--- src/hdl/ttts_pkg.sv ---
package ttts_pkg;

    // field widths of the stream payloads
    localparam int CMD_W       = 3;
    localparam int TAG_W       = 8;
    localparam int TIME_W      = 16;
    localparam int PEND_W      = 8;
    localparam int TICK_MS_W   = 10;
    localparam int SLOT_FLD_W  = 4;
    localparam int STATUS_W    = 2;
    localparam int TCOUNT_W    = 32;
    localparam int S_TDATA_W   = 40;
    localparam int M_TDATA_W   = 48;
    localparam int QCNT_W      = 5;

    localparam logic [PEND_W-1:0] PENDING_MAX = 8'hFF;

    // result status codes
    localparam logic [STATUS_W-1:0] STATUS_OK        = 2'd0;
    localparam logic [STATUS_W-1:0] STATUS_FULL      = 2'd1;
    localparam logic [STATUS_W-1:0] STATUS_NOT_FOUND = 2'd2;

    typedef enum logic [CMD_W-1:0] {
        CMD_TICK       = 3'd0,
        CMD_ADD        = 3'd1,
        CMD_DELETE     = 3'd2,
        CMD_DISPATCH   = 3'd3,
        CMD_SET_PERIOD = 3'd4,
        CMD_QUERY      = 3'd5,
        CMD_READ_TICKS = 3'd6,
        CMD_NOP        = 3'd7
    } t_cmd;

    typedef enum logic [1:0] {
        S_IDLE,
        S_SCAN,
        S_DONE
    } t_state;

    // one table entry as stored in the slot ram
    typedef struct packed {
        logic [TAG_W-1:0]  tag;
        logic [TIME_W-1:0] delay;
        logic [TIME_W-1:0] period;
        logic [PEND_W-1:0] pending;
    } t_slot;

    typedef struct packed {
        logic                  run_task;
        logic [TAG_W-1:0]      run_tag;
        logic [SLOT_FLD_W-1:0] slot_index;
        logic [STATUS_W-1:0]   status;
        logic                  scheduled;
        logic [TCOUNT_W-1:0]   tick_count;
        logic                  last;
    } t_result;

    // period divider request and response
    typedef struct packed {
        logic                 start;
        logic [TIME_W-1:0]    dividend;
        logic [TICK_MS_W-1:0] divisor;
    } t_div_req;

    typedef struct packed {
        logic              busy;
        logic [TIME_W-1:0] quotient;
    } t_div_rsp;

endpackage

--- src/hdl/time_triggered_task_scheduler_unit.sv ---
// time triggered task scheduler: slot table in one ram, walked one slot per cycle unless stalled
// every command walks the whole table, then its last result leaves from the done state
// one command at a time, taken only in idle, after the single read-modify-write ram walk
// dispatch results leave during the walk; a full output register stalls the walk on that slot
// add and set period also use the 16-step period divider, covered by the walk for 16+ slots
// reset (i_rst_n low, synchronous): slot valid bits cleared, tick counter 0, tick_ms 1
module time_triggered_task_scheduler_unit #(
    parameter int TASK_SLOTS = 16
) (
    input  logic                                 i_clk,
    input  logic                                 i_rst_n,
    input  logic                                 i_cfg_we,
    input  logic [ttts_pkg::TICK_MS_W-1:0]       i_cfg_wdata,
    input  logic                                 s_axis_tvalid,
    output logic                                 s_axis_tready,
    // task_tag[7:0], start_delay[23:8], repeat_ms[39:24]
    input  logic [ttts_pkg::S_TDATA_W-1:0]       s_axis_tdata,
    // command[2:0]
    input  logic [ttts_pkg::CMD_W-1:0]           s_axis_tuser,
    output logic                                 m_axis_tvalid,
    input  logic                                 m_axis_tready,
    // run_tag[7:0], slot_index[11:8], status[13:12], scheduled[14],
    // tick_count[46:15], zero[47]
    output logic [ttts_pkg::M_TDATA_W-1:0]       m_axis_tdata,
    // run_task[0]
    output logic [0:0]                           m_axis_tuser,
    output logic                                 m_axis_tlast
);

    localparam int IDX_W  = (TASK_SLOTS > 1) ? $clog2(TASK_SLOTS) : 1;
    localparam int CNT_W  = $clog2(TASK_SLOTS + 1);
    localparam int SLOT_W = $bits(ttts_pkg::t_slot);

    // control registers
    ttts_pkg::t_state                    r_state, n_state;
    logic [CNT_W-1:0]                    r_issue;
    logic                                r_rd_vld;
    logic                                r_found;
    logic                                r_hold_vld;
    logic [TASK_SLOTS-1:0]               r_valid;
    logic [ttts_pkg::TCOUNT_W-1:0]       r_tick_cnt;
    logic [ttts_pkg::TICK_MS_W-1:0]      r_tick_ms;
    logic                                r_o_valid;

    // payload registers
    ttts_pkg::t_cmd                      r_cmd;
    logic [ttts_pkg::TAG_W-1:0]          r_tag;
    logic [ttts_pkg::TIME_W-1:0]         r_sdelay;
    logic [IDX_W-1:0]                    r_rd_idx;
    logic [IDX_W-1:0]                    r_found_idx;
    ttts_pkg::t_slot                     r_found_ent;
    logic [ttts_pkg::TAG_W-1:0]          r_hold_tag;
    logic [ttts_pkg::SLOT_FLD_W-1:0]     r_hold_slot;
    ttts_pkg::t_result                   r_o;

    // input unpacking
    ttts_pkg::t_cmd                      in_cmd;
    logic [ttts_pkg::TAG_W-1:0]          in_tag;
    logic [ttts_pkg::TIME_W-1:0]         in_sdelay;
    logic [ttts_pkg::TIME_W-1:0]         in_period;
    logic                                in_accept;

    // datapath control
    ttts_pkg::t_slot                     ent;
    ttts_pkg::t_slot                     upd;
    logic                                proc;
    logic                                tag_hit;
    logic                                need_emit;
    logic                                stall;
    logic                                advance;
    logic                                scan_end;
    logic                                done_fire;
    logic                                out_free;
    logic                                out_load;
    ttts_pkg::t_result                   out_data;
    logic                                found_take;
    logic                                hold_take;
    logic                                valid_set;
    logic                                valid_clr;
    logic [IDX_W-1:0]                    valid_idx;
    logic [7:0]                          rd_idx_ext;
    logic [7:0]                          found_idx_ext;

    // ram ports
    logic                                ram_re;
    logic [IDX_W-1:0]                    ram_raddr;
    logic                                ram_we;
    logic [IDX_W-1:0]                    ram_waddr;
    ttts_pkg::t_slot                     ram_wdata;
    logic [SLOT_W-1:0]                   ram_rdata;

    // divider
    ttts_pkg::t_div_req                  div_req;
    ttts_pkg::t_div_rsp                  div_rsp;

    assign in_cmd    = ttts_pkg::t_cmd'(s_axis_tuser);
    assign in_tag    = s_axis_tdata[7:0];
    assign in_sdelay = s_axis_tdata[23:8];
    assign in_period = s_axis_tdata[39:24];
    assign in_accept = s_axis_tvalid && s_axis_tready;

    assign out_free  = !r_o_valid || m_axis_tready;
    assign scan_end  = (r_issue == CNT_W'(TASK_SLOTS)) && !r_rd_vld;
    assign done_fire = (r_state == ttts_pkg::S_DONE) && !div_rsp.busy && out_free;

    assign rd_idx_ext    = 8'(r_rd_idx);
    assign found_idx_ext = 8'(r_found_idx);

    // period in ms to ticks, zero tick_ms acts as one
    assign div_req.start    = in_accept &&
                              ((in_cmd == ttts_pkg::CMD_ADD) ||
                               (in_cmd == ttts_pkg::CMD_SET_PERIOD));
    assign div_req.dividend = in_period;
    assign div_req.divisor  = (r_tick_ms == '0) ? ttts_pkg::TICK_MS_W'(1) : r_tick_ms;

    ttts_div u_div (
        .i_clk   (i_clk),
        .i_rst_n (i_rst_n),
        .i_req   (div_req),
        .o_rsp   (div_rsp)
    );

    ttts_ram #(
        .WIDTH (SLOT_W),
        .DEPTH (TASK_SLOTS)
    ) u_slot_ram (
        .i_clk   (i_clk),
        .i_we    (ram_we),
        .i_waddr (ram_waddr),
        .i_wdata (ram_wdata),
        .i_re    (ram_re),
        .i_raddr (ram_raddr),
        .o_rdata (ram_rdata)
    );

    // next state
    always_comb begin
        n_state = r_state;
        unique case (r_state)
            ttts_pkg::S_IDLE: begin
                if (in_accept) begin
                    n_state = ttts_pkg::S_SCAN;
                end
            end
            ttts_pkg::S_SCAN: begin
                if (scan_end) begin
                    n_state = ttts_pkg::S_DONE;
                end
            end
            ttts_pkg::S_DONE: begin
                if (done_fire) begin
                    n_state = ttts_pkg::S_IDLE;
                end
            end
            default: begin
                n_state = ttts_pkg::S_IDLE;
            end
        endcase
    end

    // walk control, slot update, ram writes and result selection
    always_comb begin
        ent        = r_valid[r_rd_idx] ? ttts_pkg::t_slot'(ram_rdata) : '0;
        upd        = ent;
        proc       = (r_state == ttts_pkg::S_SCAN) && r_rd_vld;
        tag_hit    = (r_cmd == ttts_pkg::CMD_ADD) ? (ent.tag == '0) :
                     ((r_tag != '0) && (ent.tag == r_tag));
        need_emit  = proc && (r_cmd == ttts_pkg::CMD_DISPATCH) && (ent.pending != '0);
        stall      = need_emit && r_hold_vld && !out_free;
        advance    = (r_state == ttts_pkg::S_SCAN) && !stall;
        ram_re     = advance && (r_issue < CNT_W'(TASK_SLOTS));
        ram_raddr  = r_issue[IDX_W-1:0];
        found_take = proc && !stall && !r_found && tag_hit;
        hold_take  = need_emit && !stall;

        ram_we     = 1'b0;
        ram_waddr  = r_rd_idx;
        ram_wdata  = ent;
        valid_set  = 1'b0;
        valid_clr  = 1'b0;
        valid_idx  = r_rd_idx;

        out_load            = 1'b0;
        out_data            = '0;
        out_data.tick_count = r_tick_cnt;

        // per-slot update during the walk
        if (proc && !stall) begin
            unique case (r_cmd)
                ttts_pkg::CMD_TICK: begin
                    if (ent.tag != '0) begin
                        if (ent.delay == '0) begin
                            if (ent.pending != ttts_pkg::PENDING_MAX) begin
                                upd.pending = ent.pending + 1'b1;
                            end
                            if (ent.period != '0) begin
                                upd.delay = ent.period - 1'b1;
                            end
                        end else begin
                            upd.delay = ent.delay - 1'b1;
                        end
                        ram_we = 1'b1;
                    end
                end
                ttts_pkg::CMD_DISPATCH: begin
                    if (need_emit) begin
                        upd.pending = ent.pending - 1'b1;
                        if (ent.period == '0) begin
                            valid_clr = 1'b1;
                        end else begin
                            ram_we = 1'b1;
                        end
                        // previous run order goes out, this one is held back
                        if (r_hold_vld) begin
                            out_load            = 1'b1;
                            out_data.run_task   = 1'b1;
                            out_data.run_tag    = r_hold_tag;
                            out_data.slot_index = r_hold_slot;
                        end
                    end
                end
                default: begin
                end
            endcase
            ram_wdata = upd;
        end

        // final result and table write after the walk
        if (done_fire) begin
            out_load      = 1'b1;
            out_data.last = 1'b1;
            unique case (r_cmd)
                ttts_pkg::CMD_TICK, ttts_pkg::CMD_READ_TICKS: begin
                    out_data.run_tag = r_tag;
                end
                ttts_pkg::CMD_ADD: begin
                    if (r_tag != '0) begin
                        out_data.run_tag = r_tag;
                        if (r_found) begin
                            out_data.slot_index = found_idx_ext[ttts_pkg::SLOT_FLD_W-1:0];
                            ram_we            = 1'b1;
                            ram_waddr         = r_found_idx;
                            ram_wdata.tag     = r_tag;
                            ram_wdata.delay   = r_sdelay;
                            ram_wdata.period  = div_rsp.quotient;
                            ram_wdata.pending = '0;
                            valid_set         = 1'b1;
                            valid_idx         = r_found_idx;
                        end else begin
                            out_data.status = ttts_pkg::STATUS_FULL;
                        end
                    end
                end
                ttts_pkg::CMD_DELETE: begin
                    out_data.run_tag = r_tag;
                    if (r_found) begin
                        out_data.slot_index = found_idx_ext[ttts_pkg::SLOT_FLD_W-1:0];
                        valid_clr           = 1'b1;
                        valid_idx           = r_found_idx;
                    end
                end
                ttts_pkg::CMD_DISPATCH: begin
                    if (r_hold_vld) begin
                        out_data.run_task   = 1'b1;
                        out_data.run_tag    = r_hold_tag;
                        out_data.slot_index = r_hold_slot;
                    end
                end
                ttts_pkg::CMD_SET_PERIOD: begin
                    out_data.run_tag = r_tag;
                    if (r_found) begin
                        out_data.slot_index = found_idx_ext[ttts_pkg::SLOT_FLD_W-1:0];
                        ram_we              = 1'b1;
                        ram_waddr           = r_found_idx;
                        ram_wdata           = r_found_ent;
                        ram_wdata.period    = div_rsp.quotient;
                    end else begin
                        out_data.status = ttts_pkg::STATUS_NOT_FOUND;
                    end
                end
                ttts_pkg::CMD_QUERY: begin
                    out_data.run_tag   = r_tag;
                    out_data.scheduled = r_found;
                end
                default: begin
                end
            endcase
        end
    end

    // control state
    always_ff @(posedge i_clk) begin
        if (!i_rst_n) begin
            r_state    <= ttts_pkg::S_IDLE;
            r_issue    <= '0;
            r_rd_vld   <= 1'b0;
            r_found    <= 1'b0;
            r_hold_vld <= 1'b0;
            r_valid    <= '0;
            r_tick_cnt <= '0;
            r_tick_ms  <= ttts_pkg::TICK_MS_W'(1);
            r_o_valid  <= 1'b0;
        end else begin
            r_state <= n_state;
            if (i_cfg_we) begin
                r_tick_ms <= i_cfg_wdata;
            end
            if (in_accept) begin
                r_issue    <= '0;
                r_rd_vld   <= 1'b0;
                r_found    <= 1'b0;
                r_hold_vld <= 1'b0;
                if (in_cmd == ttts_pkg::CMD_TICK) begin
                    r_tick_cnt <= r_tick_cnt + 1'b1;
                end
            end else if (advance) begin
                r_rd_vld <= ram_re;
                if (ram_re) begin
                    r_issue <= r_issue + 1'b1;
                end
            end
            if (found_take) begin
                r_found <= 1'b1;
            end
            if (hold_take) begin
                r_hold_vld <= 1'b1;
            end
            if (valid_clr) begin
                r_valid[valid_idx] <= 1'b0;
            end
            if (valid_set) begin
                r_valid[valid_idx] <= 1'b1;
            end
            // output register
            if (out_load) begin
                r_o_valid <= 1'b1;
            end else if (m_axis_tready) begin
                r_o_valid <= 1'b0;
            end
        end
    end

    // payload capture
    always_ff @(posedge i_clk) begin
        if (in_accept) begin
            r_cmd    <= in_cmd;
            r_tag    <= in_tag;
            r_sdelay <= in_sdelay;
        end
        if (advance) begin
            r_rd_idx <= r_issue[IDX_W-1:0];
        end
        if (found_take) begin
            r_found_idx <= r_rd_idx;
            r_found_ent <= ent;
        end
        if (hold_take) begin
            r_hold_tag  <= ent.tag;
            r_hold_slot <= rd_idx_ext[ttts_pkg::SLOT_FLD_W-1:0];
        end
        if (out_load) begin
            r_o <= out_data;
        end
    end

    // stream outputs
    assign s_axis_tready = (r_state == ttts_pkg::S_IDLE);
    assign m_axis_tvalid = r_o_valid;
    assign m_axis_tdata  = {1'b0, r_o.tick_count, r_o.scheduled, r_o.status,
                            r_o.slot_index, r_o.run_tag};
    assign m_axis_tuser  = r_o.run_task;
    assign m_axis_tlast  = r_o.last;

endmodule

--- src/hdl/ttts_ram.sv ---
module ttts_ram #(
    parameter int WIDTH = 48,
    parameter int DEPTH = 16
) (
    input  logic                                   i_clk,
    input  logic                                   i_we,
    input  logic [((DEPTH > 1) ? $clog2(DEPTH) : 1)-1:0] i_waddr,
    input  logic [WIDTH-1:0]                       i_wdata,
    input  logic                                   i_re,
    input  logic [((DEPTH > 1) ? $clog2(DEPTH) : 1)-1:0] i_raddr,
    output logic [WIDTH-1:0]                       o_rdata
);

    logic [WIDTH-1:0] r_mem [DEPTH];
    logic [WIDTH-1:0] r_rdata;

    // single write port
    always_ff @(posedge i_clk) begin
        if (i_we) begin
            r_mem[i_waddr] <= i_wdata;
        end
    end

    // registered read, held while no read is enabled
    always_ff @(posedge i_clk) begin
        if (i_re) begin
            r_rdata <= r_mem[i_raddr];
        end
    end

    assign o_rdata = r_rdata;

endmodule

--- src/hdl/ttts_div.sv ---
module ttts_div (
    input  logic               i_clk,
    input  logic               i_rst_n,
    input  ttts_pkg::t_div_req i_req,
    output ttts_pkg::t_div_rsp o_rsp
);

    logic                               r_busy;
    logic [ttts_pkg::QCNT_W-1:0]        r_cnt;
    logic [ttts_pkg::TIME_W-1:0]        r_quo;
    logic [ttts_pkg::TICK_MS_W-1:0]     r_rem;
    logic [ttts_pkg::TICK_MS_W-1:0]     r_div;
    logic [ttts_pkg::TICK_MS_W:0]       rem_sh;
    logic [ttts_pkg::TICK_MS_W:0]       diff;
    logic                               ge;
    logic [ttts_pkg::TICK_MS_W-1:0]     n_rem;

    // one restoring step: shift in the next dividend bit, trial subtract
    always_comb begin
        rem_sh = {r_rem, r_quo[ttts_pkg::TIME_W-1]};
        diff   = rem_sh - {1'b0, r_div};
        ge     = (rem_sh >= {1'b0, r_div});
        n_rem  = ge ? diff[ttts_pkg::TICK_MS_W-1:0] : rem_sh[ttts_pkg::TICK_MS_W-1:0];
    end

    // step counter and busy flag
    always_ff @(posedge i_clk) begin
        if (!i_rst_n) begin
            r_busy <= 1'b0;
            r_cnt  <= '0;
        end else if (i_req.start) begin
            r_busy <= 1'b1;
            r_cnt  <= ttts_pkg::QCNT_W'(ttts_pkg::TIME_W);
        end else if (r_busy) begin
            r_cnt <= r_cnt - 1'b1;
            if (r_cnt == ttts_pkg::QCNT_W'(1)) begin
                r_busy <= 1'b0;
            end
        end
    end

    // dividend shifts out at the top while quotient bits enter at the bottom
    always_ff @(posedge i_clk) begin
        if (i_req.start) begin
            r_quo <= i_req.dividend;
            r_rem <= '0;
            r_div <= i_req.divisor;
        end else if (r_busy) begin
            r_quo <= {r_quo[ttts_pkg::TIME_W-2:0], ge};
            r_rem <= n_rem;
        end
    end

    assign o_rsp.busy     = r_busy;
    assign o_rsp.quotient = r_quo;

endmodule

--- config.mk ---
export PLATFORM = sky130hd
export DESIGN_NAME = time_triggered_task_scheduler_unit
export DESIGN_NICKNAME = d
export VERILOG_FILES = /design/src/hdl/ttts_pkg.sv /design/src/hdl/time_triggered_task_scheduler_unit.sv /design/src/hdl/ttts_ram.sv /design/src/hdl/ttts_div.sv
export SDC_FILE = /design/constraint.sdc
export NUM_CORES = 1
export LEC_CHECK = 0
export BUFFER_PORTS_ARGS = -buffer_cell sky130_fd_sc_hd__buf_2
export CORE_MARGIN = 5
export CORE_UTILIZATION = 40
export DETAILED_ROUTE_END_ITERATION = 6
export MAX_ROUTING_LAYER = met4
export PLACE_DENSITY = 0.59
export SLEW_MARGIN = 20
export SYNTH_ARGS = -nofsm -noshare
export SYNTH_HDL_FRONTEND = slang
export SYNTH_HIERARCHICAL = 1
export SYNTH_SLANG_ARGS = --single-unit
export TNS_END_PERCENT = 10
--- constraint.sdc ---
create_clock -name i_clk -period 22.6 [get_ports i_clk]
set_input_delay 3.39 -clock i_clk [delete_from_list [all_inputs] [get_ports i_clk]]
set_output_delay 3.39 -clock i_clk [all_outputs]
set_load 0.05 [all_outputs]
**Yosys cells after proc, flatten, opt, wreduce, memory -nomap -nowiden**

Memory sizes are Yosys's and may differ from the RTL's. A register that Yosys moved wholly into a read port is not among the register bits.
Cells that the tools add are included.

- Bits of input ports: 58
- Bits in registers: 239
- Word-level logic and storage cells: 206
- Memory bits (writable): 768
- Memories: 1
- Output and inout port bits: 52

Memories:

| name | words | bits a word | rd ports | clocked after Yosys merged registers in | wr ports | line | text |
|---|---|---|---|---|---|---|---|
| u_slot_ram.r_mem | 16 | 48 | 1 | 1 | 1 | ttts_ram.sv:14 | `logic [WIDTH-1:0] r_mem [DEPTH];` |

- Magnitude comparators: 5
- Reduce and logical (&&, ||, !) cells: 49
- Equality and inequality tests: 17
- Multiplexer cells: 90
- Bitwise operators: 4
- Add/subtract/negate cells: 8

Operator list:

| kind | count |
|---|---|
| $mux 48 | 5 |
| $mux 16 | 10 |
| $pmux 48 s2 | 1 |
| $mux 13 | 5 |
| $mux 1 | 40 |
| $mux 40 | 1 |
| $add 32x1->32 const B | 1 |
| $logic_not 16->1 | 2 |
| $mux 8 | 4 |
| $sub 16x1->16 const B | 2 |
| $pmux 8 s3 | 1 |
| $reduce_bool 8->1 | 3 |
| $mux 4 | 5 |
| $logic_and 1x1->1 | 18 |
| $and 16x16->16 | 1 |
| $not 16->16 | 1 |
| $or 16x16->16 | 1 |
| $pmux 4 s2 | 2 |
| $pmux 8 s2 | 1 |
| $reduce_bool 16->1 | 1 |
| $mux 14 | 1 |
| $eq 3x3->1 const B | 4 |
| $pmux 4 s3 | 1 |
| $ge 11x10->1 | 1 |
| 38 further kinds | 61 |

**Longest topological paths before layout**

- Depth in word-level cells: 17
- Mapped depth: 18
- Gate-level depth less buffers: 12

**Hierarchy**

Netlist, hierarchy kept.

Modules (own cells, without submodules):

| module | cells each | area each (um2) | sequential area each (um2) | times used |
|---|---|---|---|---|
| ttts_ram | 1242 | 30171.4 | 24503.5 | 1 |
| time_triggered_task_scheduler_unit | 1058 | 10518.8 | 5225.0 | 1 |
| ttts_div | 187 | 2158.3 | 1101.1 | 1 |

**Worst setup path before layout**

Ideal clock, no wire load.

- Path kind: input port to flip-flop
- Start: input port m_axis_tready
- End: memory u_slot_ram.r_mem[0][0], enable pin
- Data required time: 22087 ps
- Data arrival time: 8680 ps
- Stages: 9
- Path buffers: 3
- Library setup time: 513 ps
- Path slack: 13407 ps
- Path through: nor2b_1 -> or3b_1 -> buf_6 -> o21ba_2 -> clkbuf_1 -> clkbuf_1 -> o21ai_0 -> or3b_2 -> nor3_1

- Elaborated cells between the ends (all ways): 14
- Those cells by class: mux: 8; reduce/logical: 6

RTL lines:

| element | line | text |
|---|---|---|
| from (decl) | time_triggered_task_scheduler_unit.sv:21 | `input logic m_axis_tready,` |
| $logic_or 1x1->1 | time_triggered_task_scheduler_unit.sv:102 | `assign out_free = !r_o_valid \|\| m_axis_tready;` |
| $logic_and 1x1->1 | time_triggered_task_scheduler_unit.sv:104 | `assign done_fire = (r_state == ttts_pkg::S_DONE) && !div_rsp.busy && out_free;` |
| $mux 4 | time_triggered_task_scheduler_unit.sv:229 | `if (done_fire) begin` |
| named net ram_waddr[2] | time_triggered_task_scheduler_unit.sv:88 | `logic [IDX_W-1:0] ram_waddr;` |
| to (decl) | ttts_ram.sv:14 |  |

The timed path passes the listed nets, and every way through them passes these cells.

**Worst setup path after layout**

- Start: input port m_axis_tready
- End: memory u_slot_ram.r_mem[9][8], enable pin

The elaborated chain is that of the path after synthesis.

==> impl_results.md <==
- Sequential share of the synthesized area: roughly 72%
- Worst-Margin Slew: 1.132 ns
- Grt ovf: 0
- Final Cycle Share: about a third
- Pleak: between 0.015 and 0.02 µW
- Top delay family on crit path: simple AND/OR/NAND/NOR gates
- WL final: 105.1 mm
- Placed wire-length estimate: between 60 and 70 mm
- Min-delay worst type: register to register
- Count of hold-fix buffers inserted at cts: 0
- Synth top area share: 67.98%
- Slowest cell on the critical path: or3b_1
- Hold_ws: 0.4635 ns
- Synth Flop Type: edfxtp_1
- Drt first pass iters: 6
- Worst Setup SP: m_axis_tready
- Initial Utilization: between 40% and 50%
- Setup TNS: 0 ns
- YS warnings: 6
- Clock sinks: between 1,000 and 1,500
- Ys async rst share: 0%
- H-tree depth: 3
- Syn Area/Cell: 17.23 µm²
- Layout cell share with drive strength beyond 1: 22.49%
- Final Hold Fails: 0
- Die X: roughly 340 µm
- I/O Buffers: about 110
- Core area: between 0.1 and 0.15 mm²
- Cells along the critical path: buf_2 > nor2b_1 > or3b_1 > o21bai_2 > buf_4 > nand2_1 > nand2_1 > nand2b_1 > nor2_4 > buf_4
- Distinct cells, synth: 94
- Post-synth top cells: 970 x edfxtp_1, 194 x mux4_2, 168 x nand2_1
- GR Util All Layers: between 10% and 20%
- Buf/Inv on CP: 3
- Post-route ant nets: 0
- Synth Instances: roughly 2,500
- Hold Startpoint: r_tick_ms[4]
- Max VDD drop: around 69 µV
- Critical Path RT: 22.90 ns
- Die ar.: 0.1138 mm²
- DRT iter0 DRCs: approximately 2,400
- # setup viols final: 0
- FMAX: between 100 and 150 MHz
- Crit path max fanout: 30
- Clk_lat worst skew: roughly 0.7 ns
- Max Slew Vio Count: 0
- Initial antenna violation count: 2
- Post-DR wirelength/cell: between 20 and 30 µm
- Largest net degree at the start of global routing: just under 70
- Worst path max stage delay: 0.90 ns
- Setup Buffers After CTS: 0
- CTS max path bufs: 3
- EDFF count, synth: 970
- First-pass GRT wire length: 156.7 mm
- Slew HR: around a quarter
- R2R Path Start: r_rd_idx[0]
- Root Buffer: clkbuf_16
- Vias in the first global route: roughly 24,000
- Layout net count: between 2,000 and 3,000
- Worst EP arrival: between 7 and 8 ns
- RSZ-0062 raised after global routing: false
- Clock Skew: roughly 0.052 ns
- DRC viols: 0
- Pwr Density: a little under 90 mW/mm²
- Post-CTS sizing: 0
- Syn-to-layout area delta: 13.96%
- Setup crit end kind: register
- Vias: between 20,000 and 25,000
- Post-synthesis cell area: between 0.04 and 0.05 mm²
- Site Rows: between 100 and 150
- Yosys top cell by area: edfxtp_1
- Critical path type: input port to register
- MaxCap Viol Count: 0
- Total CTS buffers: between 100 and 150
- Synth area leaders: edfxtp_1 68%, mux4_2 10%, dfxtp_1 4.0%
- Filler cells: about 9,000
- CTS clk-pin slew, worst paths: about 0.060 ns
- Status: finished, final reports clean
- Most frequent cell after synthesis: edfxtp_1
- CTS tree: built
- Vias/cell: approximately 5.8
- Placer Congestion: 0.8792
- Number of synthesized register bits: between 1,000 and 1,500
- Chip Height: 337.3 µm
- CP Launch Type: input port
- Top-Level Pins: 110
- Synthesized net count: 2,566
- Period minus WS final: approximately 7.4 ns
## per-stage QoR
stage                     area, µm²  utilization (%)  power (µW)  setup slack [ns]  instances
after floorplan               42850                -        2406             13.41       2487
after global placement        45150            42.29        2463             14.81       3924
after detailed placement      45150            42.29        2471             14.56       3924
after CTS                     48750            45.67        4264             15.29       4125
after global routing          48830            45.74        4376             15.10       4129
final                         48830            45.74        4225             15.16       4130
## cell usage in the layout, fill, tap and decap left out, types with 15 or more instances in the layout
cell | synthesis | layout
nand3_1 | 55 | 55
clkinv_1 | 0 | 25
dfxtp_1 | 85 | 83
edfxtp_1 | 970 | 970
o31ai_1 | 19 | 19
xnor2_1 | 36 | 36
o21ai_0 | 52 | 50
a21oi_1 | 37 | 37
nand2b_1 | 18 | 18
mux2_2 | 16 | 16
clkinv_2 | 0 | 23
ha_1 | 20 | 20
buf_4 | 23 | 67
nor3_1 | 36 | 29
a21boi_0 | 25 | 25
inv_1 | 40 | 40
mux2i_1 | 25 | 25
nand2_1 | 168 | 167
clkbuf_16 | 0 | 107
nor2b_1 | 24 | 22
nor4_1 | 18 | 18
buf_2 | 17 | 108
and2_1 | 50 | 49
a22oi_1 | 127 | 127
mux4_2 | 194 | 194
bufinv_16 | 0 | 16
nand4_1 | 15 | 15
nor2_1 | 98 | 84
clkbuf_1 | 79 | 16
or3_1 | 18 | 18
## layer usage
layer  wire length (µm)  vias up  track usage (%)
met5                  0        -                -
met4               2543        0            4.589
met3               8248      180            2.952
met2              49160     1012            29.32
met1              45100    12300            26.57
li1                   -    10300                -
## area by class of cell
type	instances	area [µm²]	share of cell area, %
antenna	1	2.502	0.005125
clock buffer	124	2751	5.635
clock inverter	77	848.3	1.737
inverter	40	150.1	0.3075
multi-input combinational	1251	11390	23.33
sequential	1055	30840	63.15
tap	1403	1755	3.595
timing repair buffer	179	1094	2.239
## power breakdown
group          leakage (µW)  internal, µW  switching [µW]  total, µW
combinational       0.00418           103             145        248
sequential          0.00957          2150            30.1       2180
clock               0.00176          1060             735       1790
total                0.0155          3310             910       4220
## registers in the layout, indices dropped and copies added, names as in the netlist, 16 cells and up
register,count
r_sdelay,16
r_tick_cnt,32
u_div/r_quo,16
m_axis_tdata,47
u_slot_ram/r_mem,768
r_found_ent,32
u_slot_ram/o_rdata,48
r_valid,16
## logic make-up after synthesis
logic type               Yosys count  synth area share [%]
other                              1              0.008752
AND/OR/NAND/NOR                  552                 6.497
buffers and inverters            181                 1.916
flip-flops                      1055                 71.95
XOR/XNOR                          48                0.9811
adder cells (fa/ha/maj)           21                0.6307
multiplexers                     239                 11.41
AO/OA/AOI/OAI                    390                 6.605
## worst paths after layout
check,depth (start not counted),slack (ns),to
max reg2reg,14,15.96,u_slot_ram/r_mem[11][28]
min reg2reg,0,0.46,u_div/r_div[4]
min,0,0.46,u_div/r_div[4]
max,10,15.16,u_slot_ram/r_mem[9][8]
Power figures use the tool's default switching activity.
